**config.mk**
```make
export PLATFORM = sky130hd
export DESIGN_NAME = pufwrl_cell
export DESIGN_NICKNAME = d
export VERILOG_FILES = /design/src/rtl/core/pufwrl_pkg.sv /design/src/rtl/core/pufwrl_cell.sv
export SDC_FILE = /design/constraint.sdc
export NUM_CORES = 1
export LEC_CHECK = 0
export BUFFER_PORTS_ARGS = -buffer_cell sky130_fd_sc_hd__buf_4
export CORE_MARGIN = 2
export CORE_UTILIZATION = 53
export CTS_CLUSTER_DIAMETER = 50
export DETAILED_ROUTE_END_ITERATION = 8
export GPL_TIMING_DRIVEN = 0
export PLACE_DENSITY = 0.82
export SETUP_SLACK_MARGIN = 0.05
export SKIP_LAST_GASP = 1
export SYNTH_ARGS = -nofsm -noshare
export SYNTH_HDL_FRONTEND = slang
export SYNTH_SLANG_ARGS = --single-unit
```
**constraint.sdc**
```tcl
create_clock -name clk_i -period 11.2 [get_ports clk_i]
set_input_delay 0.56 -clock clk_i [delete_from_list [all_inputs] [get_ports clk_i]]
set_output_delay 0.56 -clock clk_i [all_outputs]
set_load 0.05 [all_outputs]
```
**src/rtl/core/pufwrl_pkg.sv**
```systemverilog
package pufwrl_pkg;

  localparam int UID_W = 32;
  localparam int TIME_W = 32;
  localparam int CNT_W = 8;
  localparam int OC_W = 3;
  localparam int SLOT_OUT_W = 6;

  localparam logic [OC_W-1:0] OC_COUNTED = 3'd0;
  localparam logic [OC_W-1:0] OC_RESTART = 3'd1;
  localparam logic [OC_W-1:0] OC_CLAIMED = 3'd2;
  localparam logic [OC_W-1:0] OC_FULL = 3'd3;
  localparam logic [OC_W-1:0] OC_LIMITED = 3'd4;

  localparam logic CFG_WINDOW = 1'b0;
  localparam logic CFG_MAX = 1'b1;

  localparam logic [TIME_W-1:0] WINDOW_RESET = 32'd60000;
  localparam logic [CNT_W-1:0] MAX_RESET = 8'd10;
  localparam logic [CNT_W-1:0] CNT_SAT = 8'hFF;
  localparam logic [CNT_W-1:0] CNT_ONE = 8'd1;

  typedef struct packed {
    logic [TIME_W-1:0] window;
    logic [CNT_W-1:0] max_req;
  } cfg_t;

  typedef struct packed {
    logic valid;
    logic [UID_W-1:0] uid;
    logic [TIME_W-1:0] now;
    logic hit;
    logic empty_seen;
    logic allowed;
    logic [OC_W-1:0] outcome;
    logic [CNT_W-1:0] count;
  } token_t;

  typedef struct packed {
    logic en;
    logic [UID_W-1:0] uid;
    logic [TIME_W-1:0] now;
  } claim_t;

endpackage

```
**src/rtl/core/pufwrl_cell.sv**
```systemverilog
module pufwrl_cell import pufwrl_pkg::*; #(
  parameter int IW = 6,
  parameter int IDX = 0
) (
  input  logic          clk_i,
  input  logic          rst_ni,
  input  cfg_t          cfg_i,
  input  claim_t        claim_i,
  input  logic [IW-1:0] claim_idx_i,
  input  token_t        tok_i,
  input  logic [IW-1:0] hit_idx_i,
  input  logic [IW-1:0] empty_idx_i,
  output token_t        tok_o,
  output logic [IW-1:0] hit_idx_o,
  output logic [IW-1:0] empty_idx_o
);

  logic [UID_W-1:0] user_q, user_d;
  logic [CNT_W-1:0] count_q, count_d;
  logic [TIME_W-1:0] start_q, start_d;
  token_t tok_q, tok_d;
  logic [IW-1:0] hit_idx_q, hit_idx_d;
  logic [IW-1:0] empty_idx_q, empty_idx_d;

  logic match;
  logic empty;
  logic [TIME_W-1:0] elapsed;
  logic in_win;
  logic [CNT_W-1:0] cnt_inc;
  logic limited;

  assign match = tok_i.valid && !tok_i.hit && (user_q == tok_i.uid);
  assign empty = tok_i.valid && !tok_i.empty_seen && (user_q == '0);
  assign elapsed = tok_i.now - start_q;
  assign in_win = elapsed < cfg_i.window;
  assign cnt_inc = (count_q == CNT_SAT) ? count_q : count_q + CNT_ONE;
  assign limited = cnt_inc > cfg_i.max_req;

  always_comb begin
    user_d = user_q;
    count_d = count_q;
    start_d = start_q;
    tok_d = tok_i;
    hit_idx_d = hit_idx_i;
    empty_idx_d = empty_idx_i;
    if (match) begin
      tok_d.hit = 1'b1;
      hit_idx_d = IW'(IDX);
      if (in_win) begin
        count_d = cnt_inc;
        tok_d.count = cnt_inc;
        tok_d.allowed = !limited;
        tok_d.outcome = limited ? OC_LIMITED : OC_COUNTED;
      end else begin
        count_d = CNT_ONE;
        start_d = tok_i.now;
        tok_d.count = CNT_ONE;
        tok_d.allowed = 1'b1;
        tok_d.outcome = OC_RESTART;
      end
    end
    if (empty) begin
      tok_d.empty_seen = 1'b1;
      empty_idx_d = IW'(IDX);
    end
    if (claim_i.en && (claim_idx_i == IW'(IDX))) begin
      user_d = claim_i.uid;
      count_d = CNT_ONE;
      start_d = claim_i.now;
    end
  end

  always_ff @(posedge clk_i or negedge rst_ni) begin
    if (!rst_ni) begin
      user_q <= '0;
      count_q <= '0;
      start_q <= '0;
      tok_q <= '0;
    end else begin
      user_q <= user_d;
      count_q <= count_d;
      start_q <= start_d;
      tok_q <= tok_d;
    end
  end

  always_ff @(posedge clk_i) begin
    hit_idx_q <= hit_idx_d;
    empty_idx_q <= empty_idx_d;
  end

  assign tok_o = tok_q;
  assign hit_idx_o = hit_idx_q;
  assign empty_idx_o = empty_idx_q;

endmodule

```
; Word level (Yosys, flattened, before mapping)
; Cells that the tools add are included.
[classes]
eq_ne = 3
addsub = 2
bitwise = 0
n_reduce_logical = 12
n_mux = 12
n_mul = 0
div = 0
magnitude_cmp = 2
shift = 0
[op_table]
columns = op, count
row1 = $mux 32, 3
row2 = $eq 32x32->1, 1
row3 = $logic_not 32->1, 1
row4 = $lt 32x32->1, 1
row5 = $mux 8, 4
row6 = $sub 32x32->32, 1
row7 = $mux 12, 2
row8 = $add 8x1->8 const B, 1
row9 = $eq 8x8->1 const B, 1
row10 = $gt 8x8->1, 1
row11 = $logic_not 6->1, 1
row12 = $logic_and 1x1->1, 5
row13 = $logic_not 1->1, 3
row14 = $mux 3, 1
row15 = $mux 1, 2
row16 = $ne 2x1->1 const B, 1
row17 = $reduce_and 2->1, 1
row18 = $reduce_bool 2->1, 1
[totals]
romBits = 0
ff_bits = 163
mem_count = 0
ramBits = 0
latch_bits = 0

; Longest topological paths before layout
; Gate-level depths: netlist of run 1.
[logic_depth]
depth_word = 6
mapped_depth = 23

; Least setup slack after synthesis of run 1
; OpenSTA, ideal clock, no wires.
[synth_path]
path_type = input to register
startpoint = in tok_i[18] (netlist bit)
endpoint = reg count_q[6]
n_path_buf = 1
path_stages = 19
slack_ns = 6.598
t_arrival_ns = 4.524
setup_ns = 0.078
cell_sequence = ha_1 -> a21o_1 -> a31oi_1 -> a21oi_1 -> or2_4 -> a41o_1 -> or4b_1 -> a31oi_1 -> xnor2_1 -> ha_1 -> a21o_1 -> a21o_1 -> a21oi_1 -> o221a_2 -> o21a_1 -> clkbuf_1 -> nand2_1 -> or4_1 -> a21oi_1
[synth_via]
elab_chain_len = 5
[synth_lines]
columns = element, line
row1 = "start, declared", pufwrl_cell.sv:10  ; input token_t tok_i,
row2 = $sub 32x32->32, pufwrl_cell.sv:34  ; assign elapsed = tok_i.now - start_q;
row3 = $lt 32x32->1, pufwrl_cell.sv:35  ; assign in_win = elapsed < cfg_i.window;
row4 = $mux 8, pufwrl_cell.sv:49  ; if (in_win) begin
row5 = $mux 8, pufwrl_cell.sv:46  ; if (match) begin
row6 = $mux 8, pufwrl_cell.sv:66  ; if (claim_i.en && (claim_idx_i == IW'(IDX))) begin
row7 = "end signal, assigned", pufwrl_cell.sv:81  ; count_q <= count_d;
row8 = "end, declared", pufwrl_cell.sv:19  ; logic [CNT_W-1:0] count_q, count_d;
; Every way passes these cells. The select of a mux whose other input is x is not followed.
; A chain may end at the register's enable or synchronous reset.

; Worst setup path in the final report of run 1
[layout_path]
startpoint = reg start_q[0]
endpoint = reg start_q[19]
[layout_via]
elab_chain_len = 4
[layout_lines]
columns = element, line
row1 = "start, declared", pufwrl_cell.sv:20  ; logic [TIME_W-1:0] start_q, start_d;
row2 = "start signal, assigned", pufwrl_cell.sv:82  ; start_q <= start_d;
row3 = $sub 32x32->32, pufwrl_cell.sv:34
row4 = $lt 32x32->1, pufwrl_cell.sv:35
row5 = $ne 2x1->1 (no source line), -
row6 = $reduce_and 2->1 (no source line), -
; Every way passes these cells.

==> reports/qor.csv, run 1 <==
metric,value,unit
status,completed,
ys_ff_latch,163,
finClkSkew,0.0136,ns
use_met1,39.8,%
die-height,138,um
num_vias,9135,
max_slew.worst_pin.slew,1.03,ns
cp.required,11.51,ns
post-cts-setup-buffer-count,0,
grt_pass1_wl,44700,um
p_clk_share,36.5,%
multi_input_area,4970,um2
p_leak,0.00622,uW
grtUsageMet2,50.7,%
p_per_area,131,nW/um2
combPwrFrac,24.4,%
tns,0,ns
syn_to_final_growth,33.2,%
synth_edf_count,0,
ir_worst_vdd,0.115,mV
synth_area,9480,um2
nets,1629,
critPathMaxStageDelay,0.77,ns
busiest_layer,met2,
ys_types,59,
core_region_area,17400,um2
path_delay_family,compound AO/OA/AOI/OAI gates,
crit_arrival,6.03,ns
ant_nets,0,
syn-num-nets,1315,
rows,48,
switching_share,33.8,%
dieArea,19000,um2
ctsHoldBuffers,0,
finalSetupViolations,0,
dp_hpwl,22400,um
insertion_delay,0.44,ns
start_util,54.4,%
seq_area,4020,um2
antenna_found_initial,0,
gr-total-overflow,0,
p_int,1090,uW
max_freq,0.175,GHz
vias_per_cell,5.74,
crit_type,reg2reg,
drt-total-wl,29500,um
yosysMostFrequentCell,dfrtp_1,
layout-drive-gt1-share,25.0,%
synthArstFlopShare,92.6,%
drc_errors,0,
antenna_cells_inserted,0,
avgSynthCellArea,9.12,um2
portBuffers,294,
fin_crit_sh,51.0,%
finalMaxSlewViolations,0,
cts.sink_count,163,
crit_chain,ha_1 -> inv_1 -> fa_1 -> a21o_1 -> nand4_1 -> nand2_1 -> a221oi_1 -> o211ai_1 -> a31o_2 -> a21oi_1 -> xnor2_1 -> ha_1 -> nand4_1 -> nor4_1 -> nand3_1 -> nand2_1 -> a41o_1 -> clkbuf_1 -> buf_2 -> mux2i_1 -> nor3_1,
use_met3,4.75,%
synth_flop_cell,dfrtp_1,
cp-end-kind,register,
cp-start-kind,register,
cts_resized,0,
first_iter_violations,825,
ys_warn_count,0,
max-cap-violations,0,
synth_common_cells,"dfrtp_1, nand2_1, inv_1, ha_1, nor2_1",
clockRootBuffer,clkbuf_16,
clockBufferDepth,2,
hp-class,in2async,
htreeDepth,4,
ys_seq_area_share,42.4,%
gp_congestion,0.950,
cts_made_buffers,17,
slew_headroom,30.5,%
synth_top_area_share,39.9,%
seq_power_share,39.1,%
worstPathMaxFanout,10,
synth.area.top_cells,"dfrtp_1, ha_1, nand2_1",
tritoncts,done,
grt_max_degree,82,
wl_per_cell,18.5,um
path_buf_inv,3,
fillers,1304,
synth_top_cell_by_area,dfrtp_1,
grt_pass1_vias,8896,
p_sw,557,uW
fin_crit,5.72,ns
clk_pin_slew,0.07,ns
grt_setup_unrepaired,no,
syn_inst,1039,
grt_usage,30.7,%
dr.pass1.iters,6,
hold_viol,0,
io_pins,295,
dp.cells,1559,
slowest_stage,nor4_1,
die_x,138,um
fin_cells,1591,
[power groups by stage]
stage / logic [uW] / registers, uW / clock network [uW]
after floorplan: 179 / 712 / 0
after global placement: 385 / 654 / 0
after detailed placement: 395 / 656 / 0
after CTS: 399 / 644 / 608
after global routing: 439 / 649 / 625
final: 403 / 645 / 602
[kinds of logic (layout without fill, tap and decap cells)]
group | count (synthesis) | count (layout) | synth area share, %
AO/OA/AOI/OAI | 164 | 164 | 12.2
AND/OR/NAND/NOR | 417 | 417 | 21.5
flip-flops | 163 | 163 | 42.4
XOR/XNOR | 62 | 62 | 5.73
multiplexers | 32 | 32 | 3.38
adder cells (fa/ha/maj) | 72 | 72 | 9.58
buffers and inverters | 129 | 456 | 5.17
[flip-flops by register name, summed over array words and instances (netlist names)]
signal	cells
count_q	8
empty_idx_o	6
hit_idx_o	6
start_q	32
tok_o	79
user_q	32
[layout make-up]
| class | count | area share [%] |
|---|---|---|
| clock inverter | 15 | 1.63 |
| inverter | 81 | 2.41 |
| tap | 225 | 2.23 |
| multi-input combinational | 747 | 39.4 |
| clock buffer | 17 | 3.37 |
| buffer | 48 | 1.48 |
| sequential | 163 | 31.8 |
| timing repair buffer | 295 | 17.7 |
[stage by stage]
stage          util (%)  cell area (um2)  worst slack, ns  total power [uW]  hold WS (ns)
5_1_grt            72.5            12600             5.22              1710         0.188
2_1_floorplan         -             9480             6.60               891         0.264
4_1_cts            72.5            12600             5.67              1650         0.161
3_3_place_gp       68.7            12000             5.33              1040         0.499
6_report           72.5            12600             5.48              1650         0.118
3_5_place_dp       68.9            12000             5.31              1050         0.511
[cells in the final DEF, fill, tap and decap left out, drive strengths merged, types with 3 or more instances in the layout]
cell type / instances
a21o: 34
a21oi: 40
a311oi: 3
a31oi: 5
a41oi: 3
and2: 5
and3: 3
and4: 5
buf: 305
clkbuf: 55
clkinv: 11
dfrtp: 151
dfxtp: 12
ha: 71
inv: 85
mux2i: 32
nand2: 142
nand2b: 6
nand3: 51
nand4: 13
nor2: 59
nor2b: 18
nor3: 38
nor4: 24
nor4b: 4
o21a: 6
o21ai: 17
o32ai: 30
or2: 4
or3: 38
or4: 3
xnor2: 20
xor2: 42
[worst paths after layout]
check | start | to | slack [ns] | depth (start not counted)
min in group clk_i | tok_i[69] | tok_o[69]$_DFF_PN0_ | 0.23 | 1
max in group asynchronous | rst_ni | tok_o[16]$_DFF_PN0_ | 10.25 | 2
min | rst_ni | tok_o[32]$_DFF_PN0_ | 0.12 | 1
min reg2reg | user_q[27]$_DFFE_PN0P_ | user_q[27]$_DFFE_PN0P_ | 0.53 | 2
max reg2reg | start_q[0]$_DFFE_PN0P_ | start_q[19]$_DFFE_PN0P_ | 5.48 | 21
max | start_q[0]$_DFFE_PN0P_ | start_q[19]$_DFFE_PN0P_ | 5.48 | 21
[metal layers]
layer | vias up | wire length, um
met5 | - | 0
met4 | 0 | 1260
met3 | 101 | 2580
met2 | 496 | 13900
met1 | 4252 | 11700
li1 | 4286 | -
(Power assumes the default switching activity.)
==> run 2: changes to the inputs <==
--- a/config.mk
+++ b/config.mk
@@ -7,11 +7,11 @@
 export LEC_CHECK = 0
 export BUFFER_PORTS_ARGS = -buffer_cell sky130_fd_sc_hd__buf_4
 export CORE_MARGIN = 2
-export CORE_UTILIZATION = 53
+export CORE_UTILIZATION = 52
 export CTS_CLUSTER_DIAMETER = 50
 export DETAILED_ROUTE_END_ITERATION = 8
 export GPL_TIMING_DRIVEN = 0
-export PLACE_DENSITY = 0.82
+export PLACE_DENSITY = 0.81
 export SETUP_SLACK_MARGIN = 0.05
 export SKIP_LAST_GASP = 1
 export SYNTH_ARGS = -nofsm -noshare
==> constraint.sdc (replaced) <==
create_clock -name clk_i -period 5.3 [get_ports clk_i]
set_input_delay 0.265 -clock clk_i [delete_from_list [all_inputs] [get_ports clk_i]]
set_output_delay 0.265 -clock clk_i [all_outputs]
set_load 0.05 [all_outputs]
==> run 2 against run 1 <==
Global-route usage grew 1.5 points. Design area rose by 5.5%. Critical path type is now in2reg. Largest cell class unchanged. Final cell count rose by 4.3%.
==> reports/qor.csv, run 2 (synthesis gave the netlist of run 1 again) <==
metric,value,unit
timing.final.ws_setup,0.168,ns
clockBufferDepth,2,
cp-end-kind,register,
insertion_delay,0.44,ns
finClkSkew,0.0133,ns
core_region_area,17900,um2
crit_type,in2reg,
final_util,74.5,%
vias_per_cell,5.73,
antenna_found_initial,0,
finalMaxSlewViolations,0,
syn_to_final_growth,40.6,%
grt_setup_unrepaired,yes,
crit_arrival,5.45,ns
max_freq,0.195,GHz
gr-total-overflow,0,
first_iter_violations,762,
dr.pass1.iters,6,
final_cell_mix,"buf_4, dfrtp_1, nand2_1, inv_1, ha_1",
cp-start-kind,input port,
grt_max_degree,101,
io_pins,295,
ant_nets,0,
cp.required,5.61,ns
worstPathMaxFanout,10,
layout-drive-gt1-share,24.6,%
grt_pass1_vias,9630,
dieArea,19300,um2
drc_errors,0,
clk_pin_slew,0.08,ns
max_slew.worst_pin.slew,1.14,ns
finalSetupViolations,0,
fin_crit_sh,96.8,%
drt-total-wl,31300,um
p_leak,0.00653,uW
grt_pass1_wl,49300,um
fin_crit,5.13,ns
die_x,139,um
layout_commonest_cell,buf_4,
antenna_cells_inserted,0,
die-height,139,um
status,completed,
post-cts-setup-buffer-count,0,
hold_viol,0,
gp_congestion,0.904,
portBuffers,294,
pre_cts_slack,-0.293,ns
largest_reg_flops,79,
start_util,53.0,%
p_per_area,265,nW/um2
max-cap-violations,0,
num_vias,9519,
tritoncts,done,
grt_usage,32.2,%
rows,49,
holdWs,0.0125,ns
slew_headroom,23.6,%
cts_made_buffers,17,
cts.sink_count,163,
dp_hpwl,22600,um
wl_per_cell,18.9,um
nets,1694,
hp-class,in2reg,
htreeDepth,4,
ir_worst_vdd,0.256,mV
clockRootBuffer,clkbuf_16,
run 2: cell count changes in the layout (fill, tap and decap cells not counted), sizes merged:
cell	before	now
clkinv	11	8
buf	305	304
inv	85	88
dlygate4sd3	0	66
run 2: worst paths after layout:
| path | startpoint | endpoint | slack [ns] | depth (start not counted) |
|---|---|---|---|---|
| worst min register to register | user_q[27]$_DFFE_PN0P_ | user_q[27]$_DFFE_PN0P_ | 0.54 | 2 |
| min in group asynchronous | rst_ni | tok_o[30]$_DFF_PN0_ | 0.36 | 2 |
| worst max register to register | start_q[0]$_DFFE_PN0P_ | start_q[5]$_DFFE_PN0P_ | 0.21 | 21 |
| max in group asynchronous | rst_ni | user_q[9]$_DFFE_PN0P_ | 4.04 | 3 |
| worst max-delay path | tok_i[22] | start_q[5]$_DFFE_PN0P_ | 0.17 | 21 |
| worst min-delay path | claim_i[55] | user_q[23]$_DFFE_PN0P_ | 0.01 | 3 |
run 2: per-stage QoR:
step	std cells	power, uW	setup TNS, ns	cell area (um2)
final	1660	3530	0	13300
after global routing	1660	3670	-0.0269	13300
after CTS	1661	3510	0	13300
after detailed placement	1563	2220	-9.67	12000
after global placement	1562	2200	-8.05	12000
after floorplan	1039	1880	0	9480
run 2: area by class of cell:
type	count	area, um2
multi-input cells	747	5020
fillers	1280	4570
flip-flops and latches	163	4020
repair buffers	361	2900
clock buffers	17	425
inverters	81	304
well taps	229	287
plain buffers	47	193
clock inverters	15	184
run 2: power by group:
| group | internal [uW] | total [uW] | switching (uW) | leakage (uW) |
|---|---|---|---|---|
| combinational | 386 | 905 | 519 | 0.00423 |
| sequential | 1310 | 1370 | 54.2 | 0.00200 |
| clock | 642 | 1260 | 618 | 0.000297 |
| total | 2340 | 3530 | 1190 | 0.00653 |
run 2: metal layers:
metal | part of all wire (%) | global-route usage, %
met5 | 0 | 0
met4 | 3.8 | 14.4
met3 | 7.3 | 5.77
met2 | 49 | 55.0
met1 | 39 | 39.9
run 2: critical path, cell delays in order:
cell and delay [ns]:
dlygate4sd3_1 0.55, buf_4 0.15, ha_1 0.40, and4_1 0.30, nand3_1 0.10, a21oi_1 0.32, o2111ai_1 0.22, nand3_1 0.18
a41oi_2 0.22, o21ai_0 0.27, xnor2_1 0.12, ha_1 0.30, nand4_1 0.29, nor4_4 0.48, nand3_1 0.13, nand2_1 0.07
a41o_1 0.08, clkbuf_1 0.27, buf_2 0.39, mux2i_1 0.25, nor3_1 0.08
run 2: timing repair:
item	in CTS	in global routing
resized for setup	2	18
hold buffers	66	0
gates cloned	0	0
endpoints found under the hold margin	116	0
endpoints found under the setup margin	46	48
==> run 3: changes to the inputs <==
--- a/config.mk
+++ b/config.mk
@@ -6,7 +6,7 @@
 export NUM_CORES = 1
 export LEC_CHECK = 0
 export BUFFER_PORTS_ARGS = -buffer_cell sky130_fd_sc_hd__buf_4
-export CORE_MARGIN = 2
+export CORE_MARGIN = 10
 export CORE_UTILIZATION = 52
 export CTS_CLUSTER_DIAMETER = 50
 export DETAILED_ROUTE_END_ITERATION = 8
==> run 3 against run 2 <==
Sequential cell count stayed put. Global-route usage is 4.9 points lower. Total power is 0.21% lower. Highest routed layer unchanged. Critical path depth stayed put. Die area is 24% higher. Via count hardly changed. Sequential share of layout area hardly changed. Wire length is 8.2% higher. Design area hardly changed. Critical path type unchanged. Sequential power hardly changed. Register-to-register slack better by 0.07 ns.
==> reports/qor.csv, run 3 (synthesis gave the netlist of run 1 again) <==
metric,value,unit
hold_viol,0,
largest_reg_flops,79,
p_clk_share,35.7,%
io_pins,295,
die-height,155,um
finalSetupViolations,0,
r2r_start,start_q[0]$_DFFE_PN0P_,
tns,0,ns
core_region_area,18000,um2
htreeDepth,4,
syn_to_final_growth,40.6,%
pre_cts_slack,-0.451,ns
layout_commonest_cell,buf_4,
p_per_area,264,nW/um2
seq_area,4020,um2
slowest_stage,dlygate4sd3_1,
fin_crit,5.04,ns
switching_share,33.7,%
cts_made_buffers,17,
final_util,74.2,%
multi_input_area,5030,um2
crit_chain,dlygate4sd3_1 -> buf_4 -> ha_1 -> and4_1 -> nand3_1 -> a21oi_2 -> or2_4 -> a41o_1 -> or4b_1 -> a31oi_1 -> xnor2_1 -> ha_1 -> a21o_1 -> a21o_1 -> a21oi_1 -> o221a_2 -> o21a_2 -> clkbuf_1 -> nand3_1 -> mux2i_1 -> nor3_1,
path_buf_inv,3,
worstPathMaxFanout,10,
p_sw,1190,uW
gp_congestion,0.932,
cp-start-kind,input port,
ant_nets,0,
insertion_delay,0.44,ns
num_vias,9510,
dp.cells,1563,
slew_headroom,25.1,%
dp_hpwl,25200,um
finalMaxSlewViolations,0,
portBuffers,294,
max-cap-violations,0,
cp.required,5.61,ns
drt-total-wl,33900,um
path_delay_family,compound AO/OA/AOI/OAI gates,
die_x,155,um
status,completed,
max_freq,0.198,GHz
fin_cells,1660,
drc_errors,0,
tritoncts,done,
grt_pass1_vias,9901,
clk_pin_slew,0.08,ns
fillers,1266,
p_int,2340,uW
rr_worst_depth,20,
dr.pass1.iters,5,
start_util,52.8,%
wl_per_cell,20.4,um
grt_setup_unrepaired,yes,
seq_power_share,38.7,%
r2r_setup_slack,0.28,ns
crit_type,in2reg,
crit_arrival,5.35,ns
max_slew.worst_pin.slew,1.11,ns
dieArea,24000,um2
hp-class,in2reg,
cp-end-kind,register,
rows,49,
timing.final.ws_setup,0.257,ns
grt_max_degree,77,
combPwrFrac,25.6,%
clockBufferDepth,2,
final_cell_mix,"buf_4, dfrtp_1, nand2_1, inv_1, ha_1",
gr-total-overflow,0,
clockRootBuffer,clkbuf_16,
p_leak,0.00652,uW
antenna_found_initial,1,
layout-drive-gt1-share,24.6,%
crit_cells,21,
critPathMaxStageDelay,0.54,ns
nets,1693,
cts.sink_count,163,
fin_crit_sh,95.2,%
grt_usage,27.3,%
vias_per_cell,5.73,
first_iter_violations,1092,
ir_worst_vdd,0.263,mV
grt_pass1_wl,52800,um
post-cts-setup-buffer-count,0,
finClkSkew,0.0133,ns
crit_start,tok_i[21],
timing.rr.end,start_q[18]$_DFFE_PN0P_,
critPathCapture,start_q[18]$_DFFE_PN0P_,
[run 3: cell count changes in the layout (fill, tap and decap cells not counted), sizes merged]
cell / previous run / this run
clkbuf: 55 / 51
buf: 304 / 307
diode: 0 / 1
[run 3: worst min path at each step]
stage	start	endpoint	slack [ns]	depth (start not counted)
2_1_floorplan	rst_ni	count_q[0]$_DFFE_PN0P_	-0.03	0
3_3_place_gp	tok_i[51]	tok_o[51]$_DFF_PN0_	0.39	1
3_5_place_dp	rst_ni	tok_o[29]$_DFF_PN0_	0.35	1
4_1_cts	claim_i[51]	user_q[19]$_DFFE_PN0P_	0.01	3
5_1_grt	claim_i[37]	user_q[5]$_DFFE_PN0P_	0.01	3
6_report	claim_i[54]	user_q[22]$_DFFE_PN0P_	0.01	3
[run 3: what timing repair did]
action	in CTS	in global routing
hold endpoints to repair	140	0
setup endpoints to repair	48	51
hold buffers	66	0
resized for setup	3	17
[run 3: layout make-up]
cell class                      count  area share, %
Multi-Input combinational cell    747           37.7
Sequential cell                   163           30.1
Timing Repair Buffer              361           21.7
Clock buffer                       17           3.19
Inverter                           81           2.28
Tap cell                          229           2.15
Buffer                             46           1.40
Clock inverter                     15           1.38
Antenna cell                        1         0.0188
[run 3: worst register-to-register path: stages, from the launching register on]
cell and delay [ns]:
dfrtp_1 0.38, ha_1 0.17, inv_1 0.05, fa_1 0.40, a21o_1 0.20, nand4_1 0.09, nand2_1 0.19, a221oi_4 0.43
o211ai_1 0.24, a31o_2 0.28, a21oi_1 0.17, xnor2_1 0.09, ha_1 0.28, nand4_1 0.29, nor4_4 0.48, nand3_1 0.12
nand2_1 0.07, a41o_1 0.27, buf_2 0.37, mux2i_1 0.26, nor3_1 0.08
[run 3: metrics by stage]
stage	area (um2)	total power [uW]	hold WS, ns
5_1_grt	13300	3660	0.0145
4_1_cts	13300	3510	0.0105
2_1_floorplan	9480	1880	-0.0306
6_report	13300	3520	0.0144
3_5_place_dp	12000	2220	0.349
3_3_place_gp	12000	2200	0.389
[run 3: per-layer routing]
metal	share of wire (%)	GRT usage, %	vias up
li1	-	-	4417
met1	39	32.7	4545
met2	49	46.5	464
met3	8.3	6.34	84
met4	3.4	10.6	0
met5	0	0	-
[run 3: power groups by stage]
stage | Clock (uW) | Combinational [uW] | Sequential [uW]
after CTS | 1260 | 888 | 1360
final | 1260 | 903 | 1360
after detailed placement | 0 | 839 | 1390
after floorplan | 0 | 378 | 1500
after global routing | 1310 | 980 | 1370
after global placement | 0 | 820 | 1380
